--- config.mk ---
export PLATFORM = sky130hd
export DESIGN_NAME = adc_scan_oversample_averager
export DESIGN_NICKNAME = d
export VERILOG_FILES = /design/src/hw/rtl/asoa_pkg.sv /design/src/hw/rtl/asoa_csr.sv /design/src/hw/rtl/asoa_core.sv /design/src/hw/rtl/adc_scan_oversample_averager.sv
export SDC_FILE = /design/constraint.sdc
export NUM_CORES = 1
export LEC_CHECK = 0
export BUFFER_PORTS_ARGS = -buffer_cell sky130_fd_sc_hd__buf_2
export CORE_UTILIZATION = 24
export DETAILED_ROUTE_END_ITERATION = 8
export HOLD_SLACK_MARGIN = 0.03
export MAX_ROUTING_LAYER = met4
export PLACE_DENSITY_LB_ADDON = 0.12
export SLEW_MARGIN = 20
export SYNTH_ARGS = -nofsm -noshare
export SYNTH_HDL_FRONTEND = slang
export SYNTH_HIERARCHICAL = 1
export SYNTH_SLANG_ARGS = --single-unit
--- constraint.sdc ---
create_clock -name clock -period 9.8 [get_ports clock]
set_input_delay 0.98 -clock clock [delete_from_list [all_inputs] [get_ports clock]]
set_output_delay 0.98 -clock clock [all_outputs]
set_load 0.05 [all_outputs]
--- src/hw/rtl/asoa_pkg.sv ---
// Shared types and constants of the ADC scan oversampling averager.
`timescale 1ns / 1ps
package asoa_pkg;

   localparam int MAX_CHANNELS = 8;
   localparam int SAMPLE_BITS  = 10;
   localparam int MAX_LOG2     = 15;

   localparam int CH_BITS      = $clog2(MAX_CHANNELS);
   localparam int COUNT_BITS   = 4;
   localparam int MUX_BITS     = 6;
   localparam int LOG2_BITS    = 4;
   localparam int SUM_BITS     = 26;
   localparam int TAKEN_BITS   = 16;
   localparam int SEQ_BITS     = 8;
   localparam int MUX_TBL_BITS = MUX_BITS * MAX_CHANNELS;
   localparam int OS_TBL_BITS  = LOG2_BITS * MAX_CHANNELS;
   localparam int CSR_IDX_BITS = 2;
   localparam int CSR_DATA_BITS = MUX_TBL_BITS;

   typedef enum logic [CSR_IDX_BITS-1:0] {
      CSR_SCAN_LEN         = 2'd0,
      CSR_MUX_TABLE        = 2'd1,
      CSR_OVERSAMPLE_TABLE = 2'd2
   } csr_idx_type;

   typedef enum logic [2:0] {
      PH_SELECT = 3'b001,
      PH_SETTLE = 3'b010,
      PH_ACCUM  = 3'b100
   } phase_type;

   typedef struct packed {
      logic [COUNT_BITS-1:0]   eff_count;
      logic [MUX_TBL_BITS-1:0] mux_table;
      logic [OS_TBL_BITS-1:0]  oversample_table;
   } cfg_type;

   typedef struct packed {
      logic [MUX_BITS-1:0]    mux_select;
      logic                   average_valid;
      logic [CH_BITS-1:0]     channel;
      logic [SAMPLE_BITS-1:0] average;
      logic [SEQ_BITS-1:0]    sequence_res;
      logic                   scan_last;
   } rsp_type;

endpackage

--- src/hw/rtl/asoa_csr.sv ---
// Configuration registers of the averager and the clamped channel count.
`timescale 1ns / 1ps
module asoa_csr (
   input  logic                               clock,
   input  logic                               reset,
   input  logic                               csr_write_en,
   input  logic [asoa_pkg::CSR_IDX_BITS-1:0]  csr_index,
   input  logic [asoa_pkg::CSR_DATA_BITS-1:0] csr_wdata,
   output asoa_pkg::cfg_type                  cfg
);
   import asoa_pkg::*;

   logic [COUNT_BITS-1:0]   count_ff;
   logic [MUX_TBL_BITS-1:0] mux_tbl_ff;
   logic [OS_TBL_BITS-1:0]  os_tbl_ff;

   always_ff @(posedge clock) begin
      if (reset) begin
         count_ff   <= COUNT_BITS'(1);
         mux_tbl_ff <= '0;
         os_tbl_ff  <= '0;
      end else if (csr_write_en) begin
         case (csr_idx_type'(csr_index))
            CSR_SCAN_LEN:         count_ff   <= csr_wdata[COUNT_BITS-1:0];
            CSR_MUX_TABLE:        mux_tbl_ff <= csr_wdata[MUX_TBL_BITS-1:0];
            CSR_OVERSAMPLE_TABLE: os_tbl_ff  <= csr_wdata[OS_TBL_BITS-1:0];
            default: ;
         endcase
      end
   end

   always_comb begin
      cfg.mux_table        = mux_tbl_ff;
      cfg.oversample_table = os_tbl_ff;
      // zero runs one channel, anything past the channel limit runs all of them
      if (count_ff == '0) begin
         cfg.eff_count = COUNT_BITS'(1);
      end else if (count_ff > COUNT_BITS'(MAX_CHANNELS)) begin
         cfg.eff_count = COUNT_BITS'(MAX_CHANNELS);
      end else begin
         cfg.eff_count = count_ff;
      end
   end

endmodule

--- src/hw/rtl/asoa_core.sv ---
// Scan sequencer, accumulator and rounded average of the averager.
`timescale 1ns / 1ps
module asoa_core (
   input  logic                             clock,
   input  logic                             reset,
   input  asoa_pkg::cfg_type                cfg,
   input  logic                             advance,
   input  logic [asoa_pkg::SAMPLE_BITS-1:0] sample,
   output asoa_pkg::rsp_type                result
);
   import asoa_pkg::*;

   phase_type               phase_ff, phase_in;
   logic [CH_BITS-1:0]      chan_ff, chan_in;
   logic [MUX_BITS-1:0]     mux_ff, mux_in;
   logic [LOG2_BITS-1:0]    log2_ff, log2_in;
   logic [SUM_BITS-1:0]     sum_ff, sum_in;
   logic [TAKEN_BITS-1:0]   taken_ff, taken_in;
   logic [SEQ_BITS-1:0]     seq_ff [MAX_CHANNELS];
   logic                    seq_we;

   logic [SUM_BITS-1:0]     sum_acc;
   logic [TAKEN_BITS-1:0]   taken_acc;
   logic [TAKEN_BITS-1:0]   target;
   logic [SUM_BITS:0]       rounded;
   logic [SUM_BITS:0]       shifted;
   logic [COUNT_BITS-1:0]   next_chan;
   logic [SEQ_BITS-1:0]     seq_next;
   logic [LOG2_BITS-1:0]    tbl_log2;

   always_comb begin
      sum_acc   = sum_ff + SUM_BITS'(sample);
      taken_acc = taken_ff + TAKEN_BITS'(1);
      target    = TAKEN_BITS'(1) << log2_ff;
      rounded   = {1'b0, sum_acc} + (SUM_BITS+1)'(target >> 1);
      shifted   = rounded >> log2_ff;
      next_chan = COUNT_BITS'(chan_ff) + COUNT_BITS'(1);
      seq_next  = seq_ff[chan_ff] + SEQ_BITS'(1);
      tbl_log2  = cfg.oversample_table[chan_ff*LOG2_BITS +: LOG2_BITS];
   end

   always_comb begin
      phase_in = phase_ff;
      chan_in  = chan_ff;
      mux_in   = mux_ff;
      log2_in  = log2_ff;
      sum_in   = sum_ff;
      taken_in = taken_ff;
      seq_we   = 1'b0;
      result   = '0;
      case (phase_ff)
         PH_SETTLE: begin
            phase_in = PH_ACCUM;
         end
         PH_ACCUM: begin
            sum_in   = sum_acc;
            taken_in = taken_acc;
            if (taken_acc >= target) begin
               seq_we                = 1'b1;
               result.average_valid  = 1'b1;
               result.channel        = chan_ff;
               result.average        = shifted[SAMPLE_BITS-1:0];
               result.sequence_res   = seq_next;
               phase_in              = PH_SELECT;
               // wrap at the end of the scan, also when the count shrank mid-scan
               if (next_chan >= cfg.eff_count) begin
                  result.scan_last = 1'b1;
                  chan_in          = '0;
               end else begin
                  chan_in = next_chan[CH_BITS-1:0];
               end
            end
         end
         default: begin
            // latch mux code and oversample ratio for the whole channel
            mux_in   = cfg.mux_table[chan_ff*MUX_BITS +: MUX_BITS];
            log2_in  = (tbl_log2 > LOG2_BITS'(MAX_LOG2)) ? LOG2_BITS'(MAX_LOG2) : tbl_log2;
            sum_in   = '0;
            taken_in = '0;
            phase_in = PH_SETTLE;
         end
      endcase
      result.mux_select = mux_in;
   end

   always_ff @(posedge clock) begin
      if (reset) begin
         phase_ff <= PH_SELECT;
         chan_ff  <= '0;
         mux_ff   <= '0;
         for (int i = 0; i < MAX_CHANNELS; i++) begin
            seq_ff[i] <= '0;
         end
      end else if (advance) begin
         phase_ff <= phase_in;
         chan_ff  <= chan_in;
         mux_ff   <= mux_in;
         if (seq_we) begin
            seq_ff[chan_ff] <= seq_next;
         end
      end
   end

   always_ff @(posedge clock) begin
      if (advance) begin
         log2_ff  <= log2_in;
         sum_ff   <= sum_in;
         taken_ff <= taken_in;
      end
   end

endmodule

--- src/hw/rtl/adc_scan_oversample_averager.sv ---
// Top level of the multichannel ADC scan averager with oversampling.
//
// Usage:
//   req_* carries one finished 10-bit conversion per beat. Every accepted
//   sample yields exactly one rsp_* beat: the mux code now driven and, when
//   that sample closed a channel, the rounded average, channel number,
//   per-channel sequence count and end-of-scan flag (otherwise those are 0).
//   Each channel costs one select sample, one settle sample and 2^k
//   accumulated samples, k from the oversample table.
//   A sample accepted into the sample register moves into the result
//   register, which offers it on rsp_*. Throughput: one sample per cycle
//   while rsp_ready holds; both registers advance whenever the result
//   register is free. When the receiver stalls, the result holds and one
//   more sample is taken into the sample register; req_ready then drops
//   until rsp_ready returns. Reset starts at channel 0 in the select
//   phase, clears the sequence counts and loads a scan length of one and
//   zero tables. Write csr_* only while no beat is in flight.
`timescale 1ns / 1ps
module adc_scan_oversample_averager (
   input  logic                               clock,
   input  logic                               reset,
   input  logic                               req_valid,
   output logic                               req_ready,
   input  logic [asoa_pkg::SAMPLE_BITS-1:0]   req_adc_sample,
   output logic                               rsp_valid,
   input  logic                               rsp_ready,
   output logic [asoa_pkg::MUX_BITS-1:0]      rsp_mux_select,
   output logic                               rsp_average_valid,
   output logic [asoa_pkg::CH_BITS-1:0]       rsp_channel,
   output logic [asoa_pkg::SAMPLE_BITS-1:0]   rsp_average,
   output logic [asoa_pkg::SEQ_BITS-1:0]      rsp_sequence_res,
   output logic                               rsp_scan_last,
   input  logic                               csr_write_en,
   input  logic [asoa_pkg::CSR_IDX_BITS-1:0]  csr_index,
   input  logic [asoa_pkg::CSR_DATA_BITS-1:0] csr_wdata
);
   import asoa_pkg::*;

   cfg_type                cfg;
   rsp_type                result;
   rsp_type                rsp_ff;
   logic                   rsp_valid_ff;
   logic                   in_valid_ff;
   logic [SAMPLE_BITS-1:0] sample_ff;
   logic                   advance;

   // move the held sample into the result register when that register frees up
   assign advance   = in_valid_ff && (!rsp_valid_ff || rsp_ready);
   assign req_ready = !in_valid_ff || advance;

   asoa_csr u_csr (
      .clock        (clock),
      .reset        (reset),
      .csr_write_en (csr_write_en),
      .csr_index    (csr_index),
      .csr_wdata    (csr_wdata),
      .cfg          (cfg)
   );

   asoa_core u_core (
      .clock   (clock),
      .reset   (reset),
      .cfg     (cfg),
      .advance (advance),
      .sample  (sample_ff),
      .result  (result)
   );

   always_ff @(posedge clock) begin
      if (reset) begin
         in_valid_ff  <= 1'b0;
         rsp_valid_ff <= 1'b0;
      end else begin
         if (req_ready) begin
            in_valid_ff <= req_valid;
         end
         if (advance) begin
            rsp_valid_ff <= 1'b1;
         end else if (rsp_ready) begin
            rsp_valid_ff <= 1'b0;
         end
      end
   end

   always_ff @(posedge clock) begin
      if (req_valid && req_ready) begin
         sample_ff <= req_adc_sample;
      end
      if (advance) begin
         rsp_ff <= result;
      end
   end

   assign rsp_valid         = rsp_valid_ff;
   assign rsp_mux_select    = rsp_ff.mux_select;
   assign rsp_average_valid = rsp_ff.average_valid;
   assign rsp_channel       = rsp_ff.channel;
   assign rsp_average       = rsp_ff.average;
   assign rsp_sequence_res  = rsp_ff.sequence_res;
   assign rsp_scan_last     = rsp_ff.scan_last;

   a_stall_only: assert property (@(posedge clock) disable iff (reset)
      !req_ready |-> (rsp_valid && !rsp_ready && in_valid_ff))
      else $error("input held off without a stalled result");

   a_last_has_avg: assert property (@(posedge clock) disable iff (reset)
      (rsp_valid && rsp_scan_last) |-> rsp_average_valid)
      else $error("end of scan flagged without an average");

   a_idle_fields_zero: assert property (@(posedge clock) disable iff (reset)
      (rsp_valid && !rsp_average_valid) |->
         (rsp_channel == '0 && rsp_average == '0 && rsp_sequence_res == '0))
      else $error("average fields set on a beat without an average");

   a_wrap_channel: assert property (@(posedge clock) disable iff (reset)
      (advance && result.average_valid && result.scan_last) |=> (u_core.chan_ff == '0))
      else $error("scan did not wrap to channel zero");

endmodule
* Yosys cells after proc, flatten, opt, wreduce, memory -nomap -nowiden
Memory sizes are Yosys's and may differ from the RTL's. A register that Yosys moved wholly into a read port is not among the register bits.
Cells that the tools add are included.
W data, S select, Z words.
** Storage, ports and cells
- Register bits :: 183
- RAM bits :: 64
- Bits of input ports :: 65
- Logic and storage cells :: 84
- Memories :: 1
** Cells by class
- $add $sub $neg :: 5
- Multipliers :: 1
- $lt $le $gt $ge :: 4
- Eq/ne operators :: 5
- Shift operators :: 4
- Mux-type cells :: 25
- Bitwise operators :: 2
- Reduce and logical (&&, ||, !) cells :: 19
** Memory list
- u_core.seq_ff :: depth 8, bits a word 8, read ports 1, clocked after Yosys merged registers in 1, wr ports 8, line asoa_core.sv:19 : logic [SEQ_BITS-1:0] seq_ff [MAX_CHANNELS];
** Operators by type and width (count)
- $pmux W26 S2 :: 1
- $shiftx A48 B7 Y6 :: 1
- $pmux W16 S2 :: 1
- $shiftx A32 B6 Y4 :: 1
- $add A26 B15 Y27 :: 1
- $shr A27 B4 Y10 :: 1
- $add A26 B10 Y26 :: 1
- $mux W23 :: 1
- $add A16 B1 Y16 const B :: 1
- $ge A16 B16 Y1 :: 1
- $shl A1 B4 Y16 const A :: 1
- $mux W3 :: 5
- $reduce_and A2 Y1 :: 7
- $mux W1 :: 12
- $add A8 B1 Y8 const B :: 1
- $gt A4 B4 Y1 const B :: 2
- $mux W4 :: 2
- $mux W8 :: 1
- $reduce_or A8 Y1 :: 1
- $mux W6 :: 1
- $pmux W3 S2 :: 1
- $mul A3 B2 Y5 const B :: 1
- $add A3 B1 Y4 const B :: 1
- $ge A4 B4 Y1 :: 1
- 14 further kinds :: 18

* Longest topological paths before layout
- Depth in word-level cells :: 10
- Depth in mapped cells :: 20
- Depth with buffers taken out :: 20

* By module
The synthesis kept the hierarchy.
** Modules (own cells, without submodules)
- asoa_core :: times used 1, cells each 990, area each 9451.6 sq um
- asoa_csr :: times used 1, cells each 335, area each 3555.9 sq um
- adc_scan_oversample_averager :: times used 1, cells each 49, area each 1275.0 sq um

* Worst setup path before layout
No wires, ideal clock.
- Kind :: in2reg
- Start point :: input port rsp_ready
- End point :: register u_core.log2_ff[0], enable pin
- Library setup time :: 0.317 ns
- Arrival :: 4.655 ns
- Path slack :: 4.828 ns
- Cell stages on the path :: 6
- Path buffers :: 1
- Cell sequence :: nand2b_1 > and2_2 > clkbuf_1 > inv_1 > a21oi_1 > and2_1
** Between the ends
- Longest elaborated chain between the ends :: 3
** RTL lines
- start, declared :: line adc_scan_oversample_averager.sv:26 : input logic rsp_ready,
- $logic_or A1 B1 Y1 :: line adc_scan_oversample_averager.sv:48 : assign advance = in_valid_ff && (!rsp_valid_ff || rsp_ready);
- $logic_and A1 B1 Y1 :: line adc_scan_oversample_averager.sv:48
- via advance :: line adc_scan_oversample_averager.sv:45 : logic advance;
- $reduce_and A2 Y1 (no line)
- end signal, assigned :: line asoa_core.sv:106 : log2_ff <= log2_in;
- end, declared :: line asoa_core.sv:16 : logic [LOG2_BITS-1:0] log2_ff, log2_in;
The timed path passes the listed nets, and every way through them passes these cells.
A chain may end at the register's enable or synchronous reset.

* Worst setup path after layout
- Start point :: register sample_ff[0]
- End point :: register rsp_ff (netlist bit rsp_average[7]) (data pin)
** Between the ends
- Longest elaborated chain between the ends :: 3
** RTL lines
- start, declared :: line adc_scan_oversample_averager.sv:44 : logic [SAMPLE_BITS-1:0] sample_ff;
- start signal, assigned :: line adc_scan_oversample_averager.sv:87 : sample_ff <= req_adc_sample;
- $add A26 B10 Y26 :: line asoa_core.sv:32 : sum_acc = sum_ff + SUM_BITS'(sample);
- via u_core.sum_acc[8] :: line asoa_core.sv:22 : logic [SUM_BITS-1:0] sum_acc;
- $add A26 B15 Y27 :: line asoa_core.sv:35 : rounded = {1'b0, sum_acc} + (SUM_BITS+1)'(target >> 1);
- $shr A27 B4 Y10 :: line asoa_core.sv:36 : shifted = rounded >> log2_ff;
- end signal, assigned :: line adc_scan_oversample_averager.sv:90 : rsp_ff <= result;
- end, declared :: line adc_scan_oversample_averager.sv:41 : rsp_type rsp_ff;
The timed path passes the listed nets, and every way through them passes these cells.

==> flow_summary.ini <==
[global_route]
grt_pass1_wl_microns = 65100
grt_antenna_before_repair = 1
grt_overflow = 0
grt_util_all_layers_pct = 14.4
grtUsageMet2_pct = 23.7
use_met1_pct = 18.4
grt_busiest_layer = met2
first_global_vias = 10800
grt_max_degree = 89
met3_usage_pct = 2.18

[logic_synthesis]
synth_nets = 1489
synth-adder-area-share_pct = 4.49
synth_ff_type = edfxtp_1
yosys.area_share.xor_xnor_pct = 3.62
synth-simple-area-share_pct = 18.5
synth_cell_type_count = 78
synth_edf_count = 148
synth_top_family_by_area = simple AND/OR/NAND/NOR gates
synthTopCellsByCount = nor2_1 (149), edfxtp_1 (148), nand2b_1 (138)
yosys_warnings = 6
async_reset_ff_share_pct = 0
synth-seq-area-share_pct = 45.3
synthMuxAreaShare_pct = 14.0
ys_ff_latch = 249
synth_top_area_cell = edfxtp_1
synth_most_common_cell = nor2_1
synth_area_per_cell_sq_um = 10.4
synth_area_leaders = edfxtp_1 (31%), dfxtp_1 (14%), mux2i_1 (8.1%)
synth_compound_area_share_pct = 10.7
netlist_instances = 1374
synth_top_cell_area_share_pct = 31.1
synth_area_sq_um = 14300

[timing]
worstMarginPinSlew_ns = 0.973
setup_viol = 0
fin_skew_ns = 0.0316
drv_slew = 0
finalSetupTns_ns = 0
fmax_mhz = 191
final.period_utilization_pct = 53.5
finalHoldViolCount = 0
period_needed_ns = 5.24
rsz0062_at_grt = false
setup_ws_ns = 4.56
relSlewSlack_pct = 34.7

[placement]
gp_congestion = 0.863
placedCellCount = 2179
dp_hpwl_microns = 30200
numPortBuffers = 95
pre_cts_ws_ns = 4.25

[worst_setup_path]
reg2reg_depth = 20
reg2reg_to = rsp_average[7]
arrival_ns = 5.59
rrSetupSlack_ns = 4.56
path_max_fanout = 6
timing.rr.start = sample_ff[0]
critPathKind = flop to flop
startpoint_type = flop
cp.required_ns = 10.15
cp-end-kind = flop

[hold_path]
hp-class = flop to flop
min_to = u_csr/mux_tbl_ff[5]
min_from = u_csr/mux_tbl_ff[5]
min_path_cells = 2

[final_layout]
drive_above_1_share_pct = 15.0
area_growth_pct = 15.8
fin_nets = 1558
stdcell_count = 2238

[floorplanning]
start_util_pct = 24.2
core_area_sq_um = 58900
dieArea_sq_um = 60500
num_rows = 89
die_h_microns = 246
io_pins = 96
fp.dieW_microns = 246

[drt]
wl_microns = 42100
routed_via_density = 4.68
ant_nets = 0
dr.first_iter.drc_count = 595
drtPass1Iterations = 7
drc = 0
num_vias = 10500
wl_per_cell_microns = 18.8

[clocking]
cts_tree = yes
post_cts_buffers = 0
cts_buffer_depth = 3
clkTransAtPathRegs_ns = 0.05
cts.sinks = 249
cts_root_buffer = clkbuf_16
cts_made_buffers = 34
clock_latency_ns = 0.55
cts_hold_buf = 0
h-tree-depth = 2
ctsResizeCount = 0

[pwr]
irDropWorstVdd_mv = 0.0976
power.density_nw_per_um2 = 160
power_frac_comb_pct = 12.0
switching_power_uw = 708
p_clk_share_pct = 43.6
p_int_mw = 1.94
p_seq_share_pct = 44.4
p_sw_share_pct = 26.8
leakagePower_nw = 6.36

[outcome]
status = finished clean

[flow_run]
drv_cap = 0
-- through the flow --
stage	utilization [%]	hold WS, ns	power (mW)	area [sq um]
2_1_floorplan	-	0.445	1.41	14300
3_3_place_gp	26.3	0.455	1.52	15500
3_5_place_dp	26.3	0.460	1.52	15500
4_1_cts	28.1	0.473	2.70	16500
5_1_grt	28.1	0.483	2.77	16500
6_report	28.1	0.473	2.64	16500
-- metal layers --
metal  routed length [microns]  share of wire [%]
met3                      1320                3.1
met4                       818                1.9
met2                     20300                 48
met5                         0                  0
met1                     19700                 47
-- power by group through the flow --
stage | logic (mW) | registers (mW) | clock network, mW
final | 0.319 | 1.17 | 1.15
after detailed placement | 0.321 | 1.20 | 0
after CTS | 0.323 | 1.17 | 1.20
after floorplan | 0.213 | 1.20 | 0
after global placement | 0.321 | 1.20 | 0
after global routing | 0.352 | 1.18 | 1.24
-- critical path: stages, from the launching register on --
cell       delay, ns
edfxtp_1        0.33
ha_1            0.18
inv_1           0.06
fa_1            0.41
nor2b_1         0.18
o211ai_1        0.16
a21oi_1         0.43
o21a_1          0.17
nor2_1          0.04
xnor2_1         0.15
ha_1            0.41
a21oi_1         0.12
o21ai_0         0.37
a2bb2oi_1       0.16
a222oi_1        0.47
clkbuf_2        0.28
nand2_1         0.13
o31a_1          0.27
a211oi_1        0.29
o21ai_0         0.13
a311oi_1        0.32
-- cell families after synthesis --
group | Yosys count
buffers and inverters | 118
XOR/XNOR | 59
AND/OR/NAND/NOR | 515
adder cells (fa/ha/maj) | 50
multiplexers | 164
flip-flops | 249
AO/OA/AOI/OAI | 219
-- layout by cell type (no fill, tap or decap), drive strengths merged, types with 9 or more instances in the layout --
| cell | instances |
|---|---|
| nor2 | 149 |
| edfxtp | 148 |
| nand2b | 138 |
| mux2i | 116 |
| buf | 109 |
| dfxtp | 101 |
| nand2 | 75 |
| a21oi | 51 |
| clkbuf | 49 |
| ha | 48 |
| inv | 42 |
| xnor2 | 35 |
| o21ai | 33 |
| nand3 | 29 |
| and3 | 27 |
| mux4 | 26 |
| nor2b | 24 |
| xor2 | 24 |
| nor3 | 23 |
| mux2 | 22 |
| a21o | 22 |
| a211oi | 19 |
| and2 | 12 |
| a31oi | 9 |
| a221oi | 9 |
-- sequential cells by signal (all words and copies together) (netlist names), 8 cells and up, named ones only --
| name | count |
|---|---|
| u_core/taken_ff | 16 |
| u_core/sum_ff | 25 |
| u_core/seq_ff | 64 |
| rsp_sequence_res | 8 |
| u_csr/os_tbl_ff | 32 |
| sample_ff | 10 |
| rsp_average | 10 |
| u_csr/mux_tbl_ff | 48 |
-- worst max path at each step --
stage | from | end | slack, ns | depth (start not counted)
6_report | sample_ff[0] | rsp_average[7] | 4.56 | 20
5_1_grt | sample_ff[0] | rsp_average[7] | 4.18 | 20
4_1_cts | sample_ff[0] | rsp_average[7] | 4.18 | 19
3_5_place_dp | sample_ff[0] | rsp_average[7] | 4.25 | 19
3_3_place_gp | u_core/log2_ff[1] | rsp_average[7] | 4.41 | 15
2_1_floorplan | rsp_ready | u_core/log2_ff[0] | 4.83 | 6
-- cell type report --
| class | count | area (sq um) |
|---|---|---|
| inverters | 41 | 154 |
| repair buffers | 110 | 588 |
| well taps | 773 | 967 |
| clock buffers | 48 | 933 |
| multi-input cells | 1007 | 7350 |
| clock inverters | 9 | 83.8 |
| flip-flops and latches | 249 | 6470 |
| diodes | 1 | 2.50 |
| fillers | 6094 | 42400 |
Note: power is estimated with default switching activity, not from simulation.
